==> config.mk <==
export PLATFORM = sky130hd
export DESIGN_NAME = irrigation_pump_controller_unit
export DESIGN_NICKNAME = d
export VERILOG_FILES = /design/src/rtl/ipc_pkg.sv /design/src/rtl/ipc_cfg.sv /design/src/rtl/ipc_logic.sv /design/src/rtl/irrigation_pump_controller_unit.sv
export SDC_FILE = /design/constraint.sdc
export NUM_CORES = 1
export LEC_CHECK = 0
export BUFFER_PORTS_ARGS = -buffer_cell sky130_fd_sc_hd__buf_2
export CORE_ASPECT_RATIO = 0.75
export CORE_UTILIZATION = 60
export CTS_BUF_LIST = sky130_fd_sc_hd__clkbuf_2
export DETAILED_ROUTE_END_ITERATION = 8
export PLACE_DENSITY = 0.8
export SLEW_MARGIN = 20
export SYNTH_ARGS = -nofsm -noshare
export SYNTH_HDL_FRONTEND = slang
export SYNTH_SLANG_ARGS = --single-unit
==> constraint.sdc <==
create_clock -name clk -period 4.95 [get_ports clk]
set_input_delay 0.2475 -clock clk [delete_from_list [all_inputs] [get_ports clk]]
set_output_delay 0.2475 -clock clk [all_outputs]
set_load 0.02 [all_outputs]
==> src/rtl/ipc_pkg.sv <==
// ipc_pkg: shared types, codes and reset constants for the pump controller
// no dependencies; used by every module in rtl/

package ipc_pkg;

    localparam int COUNT_WIDTH_DEF = 16;

    localparam int MOIST_W = 10;
    localparam int LIMIT_W = 16;
    localparam int CFG_W   = 16;
    localparam int IDX_W   = 3;
    localparam int ELAP_W  = 16;

    typedef enum logic [IDX_W-1:0] {
        REG_LOW_THRESHOLD     = 3'd0,
        REG_HIGH_THRESHOLD    = 3'd1,
        REG_AUTO_TIME_LIMIT   = 3'd2,
        REG_MANUAL_TIME_LIMIT = 3'd3,
        REG_ALERT_MARGIN      = 3'd4
    } reg_idx_t;

    typedef enum logic [1:0] {
        CMD_TICK   = 2'd0,
        CMD_TOGGLE = 2'd1,
        CMD_START  = 2'd2
    } cmd_t;

    typedef enum logic [1:0] {
        IND_NORMAL   = 2'd0,
        IND_WATERING = 2'd1,
        IND_ERROR    = 2'd2,
        IND_ALERT    = 2'd3
    } ind_t;

    typedef enum logic [1:0] {
        ST_OK          = 2'd0,
        ST_NOT_MANUAL  = 2'd1,
        ST_ALREADY_ON  = 2'd2
    } status_t;

    localparam logic [MOIST_W-1:0] LOW_THRESHOLD_RST     = 10'd300;
    localparam logic [MOIST_W-1:0] HIGH_THRESHOLD_RST    = 10'd700;
    localparam logic [LIMIT_W-1:0] AUTO_TIME_LIMIT_RST   = 16'd300;
    localparam logic [LIMIT_W-1:0] MANUAL_TIME_LIMIT_RST = 16'd60;
    localparam logic [MOIST_W-1:0] ALERT_MARGIN_RST      = 10'd50;

    typedef struct packed {
        logic [MOIST_W-1:0] low_threshold;
        logic [MOIST_W-1:0] high_threshold;
        logic [LIMIT_W-1:0] auto_time_limit;
        logic [LIMIT_W-1:0] manual_time_limit;
        logic [MOIST_W-1:0] alert_margin;
    } cfg_t;

    typedef struct packed {
        logic manual;
        logic pump;
        ind_t ind;
    } flags_t;

endpackage

==> src/rtl/ipc_cfg.sv <==
// ipc_cfg: configuration register file, written through a plain write port
// depends on ipc_pkg

module ipc_cfg (
    input  logic                        clk,
    input  logic                        rst_n,
    input  logic                        cfg_we,
    input  logic [ipc_pkg::IDX_W-1:0]   cfg_index,
    input  logic [ipc_pkg::CFG_W-1:0]   cfg_wdata,
    output ipc_pkg::cfg_t               cfg
);
    import ipc_pkg::*;

    cfg_t cfg_reg;
    cfg_t cfg_next;

    always_comb
    begin
        cfg_next = cfg_reg;
        if (cfg_we)
        begin
            case (reg_idx_t'(cfg_index))
                REG_LOW_THRESHOLD:     cfg_next.low_threshold     = cfg_wdata[MOIST_W-1:0];
                REG_HIGH_THRESHOLD:    cfg_next.high_threshold    = cfg_wdata[MOIST_W-1:0];
                REG_AUTO_TIME_LIMIT:   cfg_next.auto_time_limit   = cfg_wdata[LIMIT_W-1:0];
                REG_MANUAL_TIME_LIMIT: cfg_next.manual_time_limit = cfg_wdata[LIMIT_W-1:0];
                REG_ALERT_MARGIN:      cfg_next.alert_margin      = cfg_wdata[MOIST_W-1:0];
                default:               cfg_next = cfg_reg;
            endcase
        end
    end

    always_ff @(posedge clk or negedge rst_n)
    begin
        if (!rst_n)
        begin
            cfg_reg.low_threshold     <= LOW_THRESHOLD_RST;
            cfg_reg.high_threshold    <= HIGH_THRESHOLD_RST;
            cfg_reg.auto_time_limit   <= AUTO_TIME_LIMIT_RST;
            cfg_reg.manual_time_limit <= MANUAL_TIME_LIMIT_RST;
            cfg_reg.alert_margin      <= ALERT_MARGIN_RST;
        end
        else
        begin
            cfg_reg <= cfg_next;
        end
    end

    assign cfg = cfg_reg;

endmodule

==> src/rtl/ipc_logic.sv <==
// ipc_logic: next-state and status logic for one beat (pump, mode, indicator, run count)
// depends on ipc_pkg

module ipc_logic #(
    parameter int COUNT_WIDTH = ipc_pkg::COUNT_WIDTH_DEF
) (
    input  ipc_pkg::cfg_t                 cfg,
    input  logic [1:0]                    cmd,
    input  logic [ipc_pkg::MOIST_W-1:0]   moisture,
    input  ipc_pkg::flags_t               flags,
    input  logic [COUNT_WIDTH-1:0]        cnt,
    output ipc_pkg::flags_t               flags_next,
    output logic [COUNT_WIDTH-1:0]        cnt_next,
    output ipc_pkg::status_t              status
);
    import ipc_pkg::*;

    localparam int CMP_W = (COUNT_WIDTH > LIMIT_W) ? COUNT_WIDTH : LIMIT_W;

    logic [COUNT_WIDTH-1:0] cnt_inc;
    logic [CMP_W-1:0]       inc_ext;
    logic                   auto_limit_hit;
    logic                   manual_limit_hit;
    logic [MOIST_W:0]       alert_sum;
    logic                   alert;

    // saturating run counter
    assign cnt_inc = (&cnt) ? cnt : cnt + COUNT_WIDTH'(1);
    assign inc_ext = CMP_W'(cnt_inc);
    assign auto_limit_hit   = inc_ext >= CMP_W'(cfg.auto_time_limit);
    assign manual_limit_hit = inc_ext >= CMP_W'(cfg.manual_time_limit);

    assign alert_sum = {1'b0, moisture} + {1'b0, cfg.alert_margin};
    assign alert     = alert_sum < {1'b0, cfg.low_threshold};

    always_comb
    begin
        flags_next = flags;
        cnt_next   = cnt;
        status     = ST_OK;
        case (cmd_t'(cmd))
            CMD_TICK:
            begin
                if (flags.manual)
                begin
                    if (flags.pump)
                    begin
                        cnt_next = cnt_inc;
                        if (manual_limit_hit)
                        begin
                            flags_next.pump = 1'b0;
                            flags_next.ind  = IND_NORMAL;
                            cnt_next        = '0;
                        end
                    end
                end
                else
                begin
                    if (!flags.pump)
                    begin
                        if (moisture < cfg.low_threshold)
                        begin
                            flags_next.pump = 1'b1;
                            flags_next.ind  = IND_WATERING;
                            cnt_next        = '0;
                        end
                    end
                    else
                    begin
                        cnt_next = cnt_inc;
                        if (moisture > cfg.high_threshold || auto_limit_hit)
                        begin
                            flags_next.pump = 1'b0;
                            cnt_next        = '0;
                        end
                    end
                    // led step follows the pump step; a stopped pump shows alert or normal, never the error code
                    if (!flags_next.pump)
                    begin
                        flags_next.ind = alert ? IND_ALERT : IND_NORMAL;
                    end
                end
            end
            CMD_TOGGLE:
            begin
                flags_next.manual = ~flags.manual;
                flags_next.pump   = 1'b0;
                flags_next.ind    = IND_NORMAL;
                if (flags.pump)
                begin
                    cnt_next = '0;
                end
            end
            CMD_START:
            begin
                if (!flags.manual)
                begin
                    status = ST_NOT_MANUAL;
                end
                else if (flags.pump)
                begin
                    status = ST_ALREADY_ON;
                end
                else
                begin
                    flags_next.pump = 1'b1;
                    flags_next.ind  = IND_WATERING;
                    cnt_next        = '0;
                end
            end
            default:
            begin
                flags_next = flags;
            end
        endcase
    end

endmodule

==> src/rtl/irrigation_pump_controller_unit.sv <==
// irrigation pump controller: input register, one-beat state update, result register
// an accepted beat passes the input register, then the result register, which raises out_valid
// throughput: one beat per cycle while out_stall is low, set by the single pass through ipc_logic
// the result register holds a stalled beat while the input register takes the next one
// reset: auto mode, pump off, indicator normal, count zero, registers at defaults
// depends on ipc_pkg, ipc_cfg, ipc_logic

module irrigation_pump_controller_unit #(
    parameter int COUNT_WIDTH = ipc_pkg::COUNT_WIDTH_DEF
) (
    input  logic                          clk,
    input  logic                          rst_n,
    input  logic                          cfg_we,
    input  logic [ipc_pkg::IDX_W-1:0]     cfg_index,
    input  logic [ipc_pkg::CFG_W-1:0]     cfg_wdata,
    input  logic                          in_valid,
    output logic                          in_stall,
    input  logic [1:0]                    cmd,
    input  logic [ipc_pkg::MOIST_W-1:0]   moisture,
    output logic                          out_valid,
    input  logic                          out_stall,
    output logic                          pump_running,
    output logic [1:0]                    indicator,
    output logic                          manual_mode,
    output logic [ipc_pkg::ELAP_W-1:0]    elapsed_seconds,
    output logic [1:0]                    status
);
    import ipc_pkg::*;

    localparam int EXT_W = (COUNT_WIDTH > ELAP_W) ? COUNT_WIDTH : ELAP_W;

    cfg_t                   cfg;

    logic                   in_valid_reg;
    logic                   in_valid_next;
    logic [1:0]             cmd_reg;
    logic [MOIST_W-1:0]     moisture_reg;
    logic                   in_take;
    logic                   advance;

    flags_t                 flags_reg;
    flags_t                 flags_next;
    logic [COUNT_WIDTH-1:0] cnt_reg;
    logic [COUNT_WIDTH-1:0] cnt_next;
    status_t                status_next;

    logic                   out_valid_reg;
    logic                   out_valid_next;
    logic                   pump_reg;
    logic [1:0]             ind_reg;
    logic                   manual_reg;
    logic [ELAP_W-1:0]      elapsed_reg;
    logic [1:0]             status_reg;
    logic [EXT_W-1:0]       cnt_ext;

    ipc_cfg u_cfg (
        .clk       (clk),
        .rst_n     (rst_n),
        .cfg_we    (cfg_we),
        .cfg_index (cfg_index),
        .cfg_wdata (cfg_wdata),
        .cfg       (cfg)
    );

    ipc_logic #(
        .COUNT_WIDTH (COUNT_WIDTH)
    ) u_logic (
        .cfg        (cfg),
        .cmd        (cmd_reg),
        .moisture   (moisture_reg),
        .flags      (flags_reg),
        .cnt        (cnt_reg),
        .flags_next (flags_next),
        .cnt_next   (cnt_next),
        .status     (status_next)
    );

    // a held beat moves on when the result register is empty or being drained
    assign advance        = in_valid_reg && (!out_valid_reg || !out_stall);
    assign in_stall       = in_valid_reg && !advance;
    assign in_take        = in_valid && !in_stall;
    assign in_valid_next  = in_take || (in_valid_reg && !advance);
    assign out_valid_next = advance || (out_valid_reg && out_stall);
    assign cnt_ext        = EXT_W'(cnt_next);

    always_ff @(posedge clk or negedge rst_n)
    begin
        if (!rst_n)
        begin
            in_valid_reg  <= 1'b0;
            out_valid_reg <= 1'b0;
            flags_reg     <= '{manual: 1'b0, pump: 1'b0, ind: IND_NORMAL};
            cnt_reg       <= '0;
        end
        else
        begin
            in_valid_reg  <= in_valid_next;
            out_valid_reg <= out_valid_next;
            if (advance)
            begin
                flags_reg <= flags_next;
                cnt_reg   <= cnt_next;
            end
        end
    end

    always_ff @(posedge clk)
    begin
        if (in_take)
        begin
            cmd_reg      <= cmd;
            moisture_reg <= moisture;
        end
        if (advance)
        begin
            pump_reg    <= flags_next.pump;
            ind_reg     <= flags_next.ind;
            manual_reg  <= flags_next.manual;
            elapsed_reg <= cnt_ext[ELAP_W-1:0];
            status_reg  <= status_next;
        end
    end

    assign out_valid       = out_valid_reg;
    assign pump_running    = pump_reg;
    assign indicator       = ind_reg;
    assign manual_mode     = manual_reg;
    assign elapsed_seconds = elapsed_reg;
    assign status          = status_reg;

endmodule

Yosys cells after proc, flatten, opt, wreduce, memory -nomap -nowiden
Cells that the tools add are included.
W data, S select, Z words.
{"block": "word_totals", "regBits": 118, "out_inout_bits": 24, "elab_cells": 82}
{"block": "op_classes", "addsub": 2, "magnitude_cmp": 5, "eq_ne": 6, "mux": 28, "bitwise": 1, "reduce_logical": 21}
{"operator": "$mux W16", "count": 10}
{"operator": "$pmux W16 S3", "count": 1}
{"operator": "$ge A16 B16 Y1", "count": 2}
{"operator": "$add A16 B1 Y16 const B", "count": 1}
{"operator": "$reduce_and A16 Y1", "count": 1}
{"operator": "$mux W3", "count": 5}
{"operator": "$reduce_and A2 Y1", "count": 6}
{"operator": "$add A10 B10 Y11", "count": 1}
{"operator": "$lt A11 B10 Y1", "count": 1}
{"operator": "$gt A10 B10 Y1", "count": 1}
{"operator": "$lt A10 B10 Y1", "count": 1}
{"operator": "$mux W2", "count": 5}
{"operator": "$pmux W3 S3", "count": 1}
{"operator": "$eq A3 B2 Y1 const B", "count": 2}
{"operator": "$mux W1", "count": 6}
{"operator": "$logic_and A1 B1 Y1", "count": 4}
{"operator": "$logic_not A1 Y1", "count": 4}
{"operator": "$logic_or A1 B1 Y1", "count": 4}
{"operator": "$eq A3 B1 Y1 const B", "count": 1}
{"operator": "$eq A3 B3 Y1 const B", "count": 1}
{"operator": "$logic_not A3 Y1", "count": 1}
{"operator": "$eq A2 B1 Y1 const B", "count": 1}
{"operator": "$eq A2 B2 Y1 const B", "count": 1}
{"operator": "$logic_not A2 Y1", "count": 1}
{"operator": "$not A1 Y1", "count": 1}

Logic depth before layout (Yosys ltp)
Gate-level depths: netlist of the first run.
{"block": "logic_depth", "word_depth": 11, "mapped_depth": 18, "mapped_depth_nobuf": 18}

By module
From an unflattened synthesis of the first run, not the netlist that was laid out.
{"block": "hier_totals", "cells_unflattened": 650, "hier_area_um2": 7218.2}
{"mod": "ipc_logic", "n_inst": 1, "cells_each": 431, "area_per_inst_um2": 2969.1, "seq_area_each_um2": 0.0}
{"mod": "ipc_cfg", "n_inst": 1, "cells_each": 135, "area_per_inst_um2": 2382.3, "seq_area_each_um2": 1577.8}
{"mod": "irrigation_pump_controller_unit", "n_inst": 1, "cells_each": 84, "area_per_inst_um2": 1866.8, "seq_area_each_um2": 1571.5}

Worst setup path before layout of the first run
Ideal clock, no wire load.
{"block": "synth_timing", "path_type": "register to register", "from": "register cnt_reg[7]", "to": "register elapsed_reg[12], in the netlist elapsed_seconds[12] (data pin)", "setup_ns": 0.261, "arrival_ns": 3.788, "required_time_ns": 4.689, "slack_ns": 0.901, "stages_incl_launch_ff": 16, "path_cell_list": "dfrtp_1 -> clkbuf_1 -> and4_1 -> nand4_1 -> nor3_1 -> nor3_1 -> nand2_1 -> xnor2_1 -> ha_1 -> a21oi_1 -> a2111oi_0 -> o211ai_1 -> a211oi_4 -> nor3b_4 -> and3_1 -> a221o_1"}
{"block": "synth_between", "elab_chain_cells": 8}
{"element": "from (decl)", "line": "irrigation_pump_controller_unit.sv:43", "rtl": "logic [COUNT_WIDTH-1:0] cnt_reg;"}
{"element": "from (signal assigned)", "line": "irrigation_pump_controller_unit.sv:102", "rtl": "cnt_reg <= cnt_next;"}
{"element": "$add A16 B1 Y16 / $reduce_and A16 Y1 (equally long branches)", "line": "ipc_logic.sv:28", "rtl": "assign cnt_inc = (&cnt) ? cnt : cnt + COUNT_WIDTH'(1);"}
{"element": "$mux W16 *", "line": "ipc_logic.sv:28"}
{"element": "$ge A16 B16 Y1", "line": "ipc_logic.sv:30", "rtl": "assign auto_limit_hit = inc_ext >= CMP_W'(cfg.auto_time_limit);"}
{"element": "$logic_or A1 B1 Y1", "line": "ipc_logic.sv:71", "rtl": "if (moisture > cfg.high_threshold || auto_limit_hit)"}
{"element": "$mux W16", "line": "ipc_logic.sv:71"}
{"element": "$mux W16", "line": "ipc_logic.sv:59", "rtl": "if (!flags.pump)"}
{"element": "$mux W16 *", "line": "ipc_logic.sv:44", "rtl": "if (flags.manual)"}
{"element": "$pmux W16 S3 *", "line": "ipc_logic.sv:41", "rtl": "case (cmd_t'(cmd))"}
{"element": "net cnt_ext[12]", "line": "irrigation_pump_controller_unit.sv:54", "rtl": "logic [EXT_W-1:0] cnt_ext;"}
{"element": "to (signal assigned)", "line": "irrigation_pump_controller_unit.sv:119", "rtl": "elapsed_reg <= cnt_ext[ELAP_W-1:0];"}
{"element": "to (decl)", "line": "irrigation_pump_controller_unit.sv:52", "rtl": "logic [ELAP_W-1:0] elapsed_reg;"}
The timed path passes the listed nets; every way through them passes the cells marked *.
A chain may end at the register's enable or synchronous reset.

Worst setup path after layout of the first run
{"block": "layout_timing", "from": "register cnt_reg[0]", "to": "register elapsed_reg[12], in the netlist elapsed_seconds[12] (data pin)"}
Same word-level chain as after synthesis.

==> flow_summary_export.csv, run 1 <==
group,metric,value,unit
run_status,outcome,"finished, final reports clean",
logic_synthesis,synth.most_common_cell,"o21ai_0",
timing,hold_viol_final,0,
floorplanning,initial_core_util,0.618,
logic_synthesis,synthTopCellsByCount,"o21ai_0, nand2_1, ha_1, inv_1, dfrtp_1",
layout,fill_cells,919,
layout,antenna_cells,0,
logic_synthesis,synth_cell_types,66,
logic_synthesis,synth_area_per_cell,9.86,um^2
clocking,cts_buffers,17,
power,p_int,1.95,mW
timing,fmax,215,MHz
timing,period_minus_slack,4.65,ns
logic_synthesis,yosysTopAreaCell,"dfrtp_1",
logic_synthesis,synth-async-reset-ratio,0.712,
timing,relSlewSlack,0.400,
power,p_comb_frac,0.363,
logic_synthesis,synth_nets,839,
global_routing,grt_pass1_vias,6138,
floorplanning,die_area,12500,um^2
floorplanning,io_pins,60,
worst_setup_path,crit_arrival,5.13,ns
logic_synthesis,synth_top_cell_area_share,0.219,
global_routing,grt_use_total,0.316,
floorplanning,fp.dieW,129,um
layout,drive_gt1_frac,0.210,
routing,drc_errors,0,
timing,fin_skew,0.0482,ns
worst_setup_path,rrSetupSlack,0.30,ns
layout,nNetsFinal,946,
logic_synthesis,netlist_instances,731,
logic_synthesis,synth_edf_count,34,
worst_setup_path,crit_type,"reg2reg",
global_routing,grt_max_degree,62,
routing,postRouteAntennaNets,0,
layout,stdcell_count,1013,
layout,utilization,0.715,
clocking,htreeDepth,4,
floorplanning,die_height,96.9,um
clocking,cts.sink_count,118,
timing,setup_tns,0,ns
logic_synthesis,ys_seq_area_frac,0.437,
global_routing,grt_overflow,0,
timing,tightest_slew,0.895,ns
global_routing,grt_first_pass_wirelength,30100,um
worst_setup_path,setup.worst_path.start_class,"flop",
clocking,cts_tree,"built",
layout,area_growth,15.7,%
placed_design,io_buffers,59,
routing,drtPass1Iterations,5,
placed_design,dp.cells,946,
clocking,worstSkewPairLatency,0.71,ns
power,p_seq_frac,0.424,
job,maxCapViolations,0,
worst_setup_path,crit_required,5.43,ns
power,power.density,376,nW/um^2
logic_synthesis,syn-cell-area,7210,um^2
timing,period_share,0.940,
routing,drtIter0Drc,545,
worst_setup_path,crit_fanout,14,
power,peakVddDrop,288,uV
clocking,clk_pin_slew,0.18,ns
layout,largest_register_ff_count,62,
power,clkPwrFrac,0.213,
timing,drv_slew,0,
power,leakage,3.75,nW
routing,totalWireLength,18400,um
placed_design,dp_hpwl,13300,um
timing,setup_violations,0,
routing,viasPerCell,6.05,
worst_setup_path,end_kind,"flop",
global_routing,grt_antenna_before_repair,0,
routing,vias,6127,
logic_synthesis,synth_flop_cell,"dfrtp_1",
clocking,root_buffer,"clkbuf_2",
timing,rsz0062_at_grt,"false",
logic_synthesis,yosysWarnings,0,
floorplanning,row_count,34,
clocking,cts_max_path_buffers,2,
routing,wl_per_cell,18.2,um
power,total_power,3.14,mW
power,p_switching,1.19,mW
logic_synthesis,synth_area_leaders,"dfrtp_1, edfxtp_1, ha_1",
power,p_sw_frac,0.379,
placed_design,place_congestion,0.927,
min_path,min_path_type,"in2reg",
logic_synthesis,ys_seq_elements,118,
floorplanning,core-area,11700,um^2
==> cell families (layout without fill, tap and decap cells) <==
| group | count (synthesis) | count (layout) | synth area share |
|---|---|---|---|
| XOR/XNOR | 20 | 20 | 0.0243 |
| multiplexers | 32 | 32 | 0.0497 |
| buffers and inverters | 97 | 217 | 0.0521 |
| AO/OA/AOI/OAI | 208 | 208 | 0.186 |
| AND/OR/NAND/NOR | 184 | 184 | 0.125 |
| flip-flops | 118 | 118 | 0.437 |
| adder cells (fa/ha/maj) | 72 | 72 | 0.126 |
==> power by group through the flow <==
| stage | Clock (mW) | Combinational (mW) | Sequential, mW |
|---|---|---|---|
| 4_1_cts | 0.672 | 1.12 | 1.33 |
| 5_1_grt | 0.711 | 1.26 | 1.35 |
| 3_3_place_gp | 0 | 1.05 | 1.34 |
| 2_1_floorplan | 0 | 0.822 | 1.30 |
| 3_5_place_dp | 0 | 1.09 | 1.34 |
| 6_report | 0.669 | 1.14 | 1.33 |
==> area by class of cell <==
class / instances / area [um^2] / share of cell area
Sequential cell: 118 / 3150 / 0.378
Multi-Input combinational cell: 516 / 3690 / 0.443
Clock buffer: 21 / 105 / 0.0126
Clock inverter: 11 / 135 / 0.0162
Timing Repair Buffer: 114 / 788 / 0.0945
Inverter: 71 / 267 / 0.0320
Tap cell: 162 / 203 / 0.0243
==> stage by stage <==
step	hold WS (ns)	cell area, um^2	worst slack, ns
2_1_floorplan	-0.0481	7210	0.901
5_1_grt	0.0599	8340	0.0757
3_5_place_dp	0.176	7750	0.264
3_3_place_gp	0.168	7740	0.399
6_report	0.0508	8340	0.297
4_1_cts	0.00133	8330	0.254
==> metal layers <==
metal / global-route usage / part of all wire / vias up
li1: - / - / 2854
met5: 0 / 0 / -
met2: 0.505 / 0.47 / 254
met3: 0.0675 / 0.066 / 43
met4: 0.108 / 0.020 / 0
met1: 0.426 / 0.44 / 2976
==> worst paths after layout <==
kind	start	endpoint	cells past startpoint
min reg2reg	in_valid_reg$_DFF_PN0_	out_valid$_DFF_PN0_	1
max in group asynchronous	rst_n	u_cfg.cfg[9]$_DFFE_PN0P_	3
min in group asynchronous	rst_n	cnt_reg[15]$_DFFE_PN0P_	3
min	cfg_index[1]	u_cfg.cfg[54]$_DFFE_PN1P_	5
max reg2reg	cnt_reg[0]$_DFFE_PN0P_	elapsed_seconds[12]$_DFFE_PP_	18
max	cnt_reg[0]$_DFFE_PN0P_	elapsed_seconds[12]$_DFFE_PP_	18
==> critical path, cell delays in order (launching register included) <==
cell,delay (ns)
dfrtp_1,0.48
ha_2,0.27
nand2_1,0.12
or2_2,0.34
nor3_1,0.24
buf_4,0.20
nor2_1,0.10
nand3_1,0.14
xnor2_1,0.12
ha_1,0.32
nand2_1,0.06
or3_1,0.34
o221ai_1,0.24
a21oi_1,0.23
or2_2,0.41
nor3b_4,0.17
buf_4,0.21
and3_1,0.19
a221o_1,0.25
==> repair_timing <==
action,4_1_cts,5_1_grt
endpoints found under the setup margin,0,5
hold buffers,34,0
gates resized for setup,0,3
endpoints found under the hold margin,99,0
buffers inserted,0,1
==> layout by cell type (no fill, tap or decap), types with 7 or more instances in the layout <==
cell,netlist,layout
a211oi_1,8,8
a21o_1,7,7
a21oi_1,39,39
a22o_1,8,8
a31oi_1,13,13
buf_2,0,60
buf_4,1,21
clkbuf_2,0,21
dfrtp_1,63,63
dfstp_2,21,21
dlygate4sd3_1,0,33
edfxtp_1,34,34
ha_1,71,70
inv_1,70,70
mux2_2,30,30
nand2_1,72,72
nand2b_1,9,9
nand3_1,16,16
nand4_1,12,12
nor2_1,39,39
nor3_1,10,9
o21ai_0,74,74
o21ai_1,7,7
xnor2_1,17,17
Power figures use the tool's default switching activity.
==> run 2, diff against run 1 <==
--- a/config.mk
+++ b/config.mk
@@ -7,10 +7,10 @@
 export LEC_CHECK = 0
 export BUFFER_PORTS_ARGS = -buffer_cell sky130_fd_sc_hd__buf_2
 export CORE_ASPECT_RATIO = 0.75
-export CORE_UTILIZATION = 60
+export CORE_UTILIZATION = 56
 export CTS_BUF_LIST = sky130_fd_sc_hd__clkbuf_2
 export DETAILED_ROUTE_END_ITERATION = 8
-export PLACE_DENSITY = 0.8
+export PLACE_DENSITY = 0.78
 export SLEW_MARGIN = 20
 export SYNTH_ARGS = -nofsm -noshare
 export SYNTH_HDL_FRONTEND = slang
==> constraint.sdc (replaced) <==
create_clock -name clk -period 4.2 [get_ports clk]
set_input_delay 0.21 -clock clk [delete_from_list [all_inputs] [get_ports clk]]
set_output_delay 0.21 -clock clk [all_outputs]
set_load 0.02 [all_outputs]
==> run 2 against run 1 <==
Count of clock-buffer cells in the layout fell by 2; largest cell class unchanged; total power up 20%; setup slack worse by 0.19 ns; critical path depth did not move; worst hold slack got worse by 0.037 ns; combinational power is 27% higher; sequential power rose by 17%; final area increased by 3.9%; wire length is 4.5% higher; register-to-register slack got worse by 0.19 ns; clock power grew 11%; critical path type unchanged; maximum frequency rose by 14%.
==> flow_summary_export.csv, run 2 (synthesized netlist as in run 1, its figures left out) <==
group,metric,value,unit
run_status,outcome,"finished, final reports clean",
floorplanning,core-area,12400,um^2
timing,tightest_slew,0.849,ns
placed_design,place_congestion,0.968,
timing,fmax,244,MHz
layout,drive_gt1_frac,0.249,
global_routing,grt_first_pass_wirelength,30600,um
timing,setup_violations,0,
routing,drtPass1Iterations,6,
layout,final_cell_mix,"o21ai_0, nand2_1, ha_1",
timing,period_share,0.974,
timing,hold_viol_final,0,
routing,drtIter0Drc,541,
worst_setup_path,crit_path_max_incr_delay,0.45,ns
worst_setup_path,r2r_start,"cnt_reg[1]$_DFFE_PN0P_",
timing,period_minus_slack,4.09,ns
floorplanning,fp.dieW,133,um
layout,nNetsFinal,975,
worst_setup_path,reg2reg_depth,18,
worst_setup_path,crit_fanout,4,
floorplanning,die_height,100,um
power,total_power,3.75,mW
global_routing,grt_pass1_vias,5956,
placed_design,dp_hpwl,14200,um
clocking,cts_buffers,17,
min_path,min_path_type,"in2async",
worst_setup_path,end_kind,"flop",
routing,drc_errors,0,
worst_setup_path,crit_slowest_cell,"a2111oi_4",
worst_setup_path,worstSetupStartpoint,"cnt_reg[1]$_DFFE_PN0P_",
clocking,htreeDepth,4,
worst_setup_path,crit_family,"compound AO/OA/AOI/OAI gates",
routing,vias,6221,
global_routing,grt_antenna_before_repair,0,
layout,area_growth,20.3,%
global_routing,grt_use_total,0.301,
clocking,cts_tree,"built",
timing,relSlewSlack,0.433,
clocking,cts_max_path_buffers,2,
power,leakage,3.93,nW
routing,viasPerCell,5.95,
routing,totalWireLength,19300,um
worst_setup_path,crit_chain,"ha_1 -> buf_4 -> nand4_1 -> or4_1 -> nand2_1 -> nor3_1 -> xnor2_1 -> inv_1 -> ha_1 -> a21oi_1 -> o21a_1 -> o2bb2ai_1 -> a2111oi_4 -> a211oi_4 -> buf_4 -> a311o_1 -> a21oi_2 -> a22o_1",
clocking,clk_pin_slew,0.19,ns
worst_setup_path,path_buf_inv,3,
placed_design,dp.cells,975,
worst_setup_path,setup.worst_path.start_class,"flop",
worst_setup_path,rrSetupSlack,0.11,ns
worst_setup_path,path_depth,18,
routing,postRouteAntennaNets,0,
clocking,cts.sink_count,118,
layout,stdcell_count,1046,
floorplanning,die_area,13300,um^2
clocking,root_buffer,"clkbuf_2",
floorplanning,io_pins,60,
global_routing,grt_max_degree,47,
floorplanning,row_count,35,
layout,largest_register_ff_count,62,
timing,fin_skew,0.0522,ns
global_routing,grt_overflow,0,
layout,final_common_cell,"o21ai_0",
placed_design,io_buffers,59,
floorplanning,initial_core_util,0.582,
routing,wl_per_cell,18.4,um
job,maxCapViolations,0,
timing,rsz0062_at_grt,"true",
clocking,worstSkewPairLatency,0.71,ns
worst_setup_path,crit_required,4.75,ns
timing,whs,0.0136,ns
power,peakVddDrop,372,uV
power,power.density,433,nW/um^2
worst_setup_path,crit_type,"reg2reg",
timing,drv_slew,0,
layout,fill_cells,955,
layout,antenna_cells,0,
worst_setup_path,crit_arrival,4.64,ns
-- run 2: cell count changes in the layout (fill, tap and decap cells not counted), sizes merged --
cell	change
clkinv	+2
bufinv	-1
clkinvlp	+1
dlygate4sd3	+1
clkbuf	-2
buf	+28
-- run 2: path summary, 6_finish.rpt --
kind | end
max in group asynchronous | u_cfg.cfg[61]$_DFFE_PN0P_
hold / removal | u_cfg.cfg[25]$_DFFE_PN0P_
setup / recovery | elapsed_seconds[6]$_DFFE_PP_
hold reg to reg | u_cfg.cfg[44]$_DFFE_PN1P_
min in group clk | u_cfg.cfg[57]$_DFFE_PN1P_
setup reg to reg | elapsed_seconds[6]$_DFFE_PP_
-- run 2: repair_timing --
action	4_1_cts	5_1_grt
hold buffers	34	0
setup endpoints to repair	11	35
cloned	0	0
buffers inserted	1	4
resized for setup	3	14
endpoints found under the hold margin	115	0
pin swaps	1	3
-- run 2: area by class of cell --
class / instances / area, um^2 / share of cell area
Clock buffer: 19 / 95.1 / 0.0110
Clock inverter: 13 / 135 / 0.0156
Inverter: 71 / 267 / 0.0307
Multi-Input combinational cell: 516 / 3770 / 0.436
Sequential cell: 118 / 3150 / 0.363
Tap cell: 166 / 208 / 0.0240
Timing Repair Buffer: 143 / 1040 / 0.120
-- run 2: power breakdown --
part,internal (mW),total [mW],switching (mW)
Sequential,1.41,1.56,0.148
Clock,0.274,0.741,0.468
Combinational,0.609,1.45,0.841
-- run 2: routing by layer --
metal | global-route usage | part of all wire
met3 | 0.0500 | 0.066
met5 | 0 | 0
met4 | 0.0999 | 0.025
met2 | 0.497 | 0.46
met1 | 0.406 | 0.45
-- run 2: per-stage QoR --
step	setup slack [ns]	setup TNS, ns	utilization	instance area [um^2]
finish	0.110	0	0.699	8670
global route	-0.0959	-0.277	0.699	8670
CTS	0.0389	0	0.691	8560
detailed placement	-0.147	-0.433	0.643	7970
global placement	0.00796	0	0.643	7970
floorplan	0.151	0	-	7210
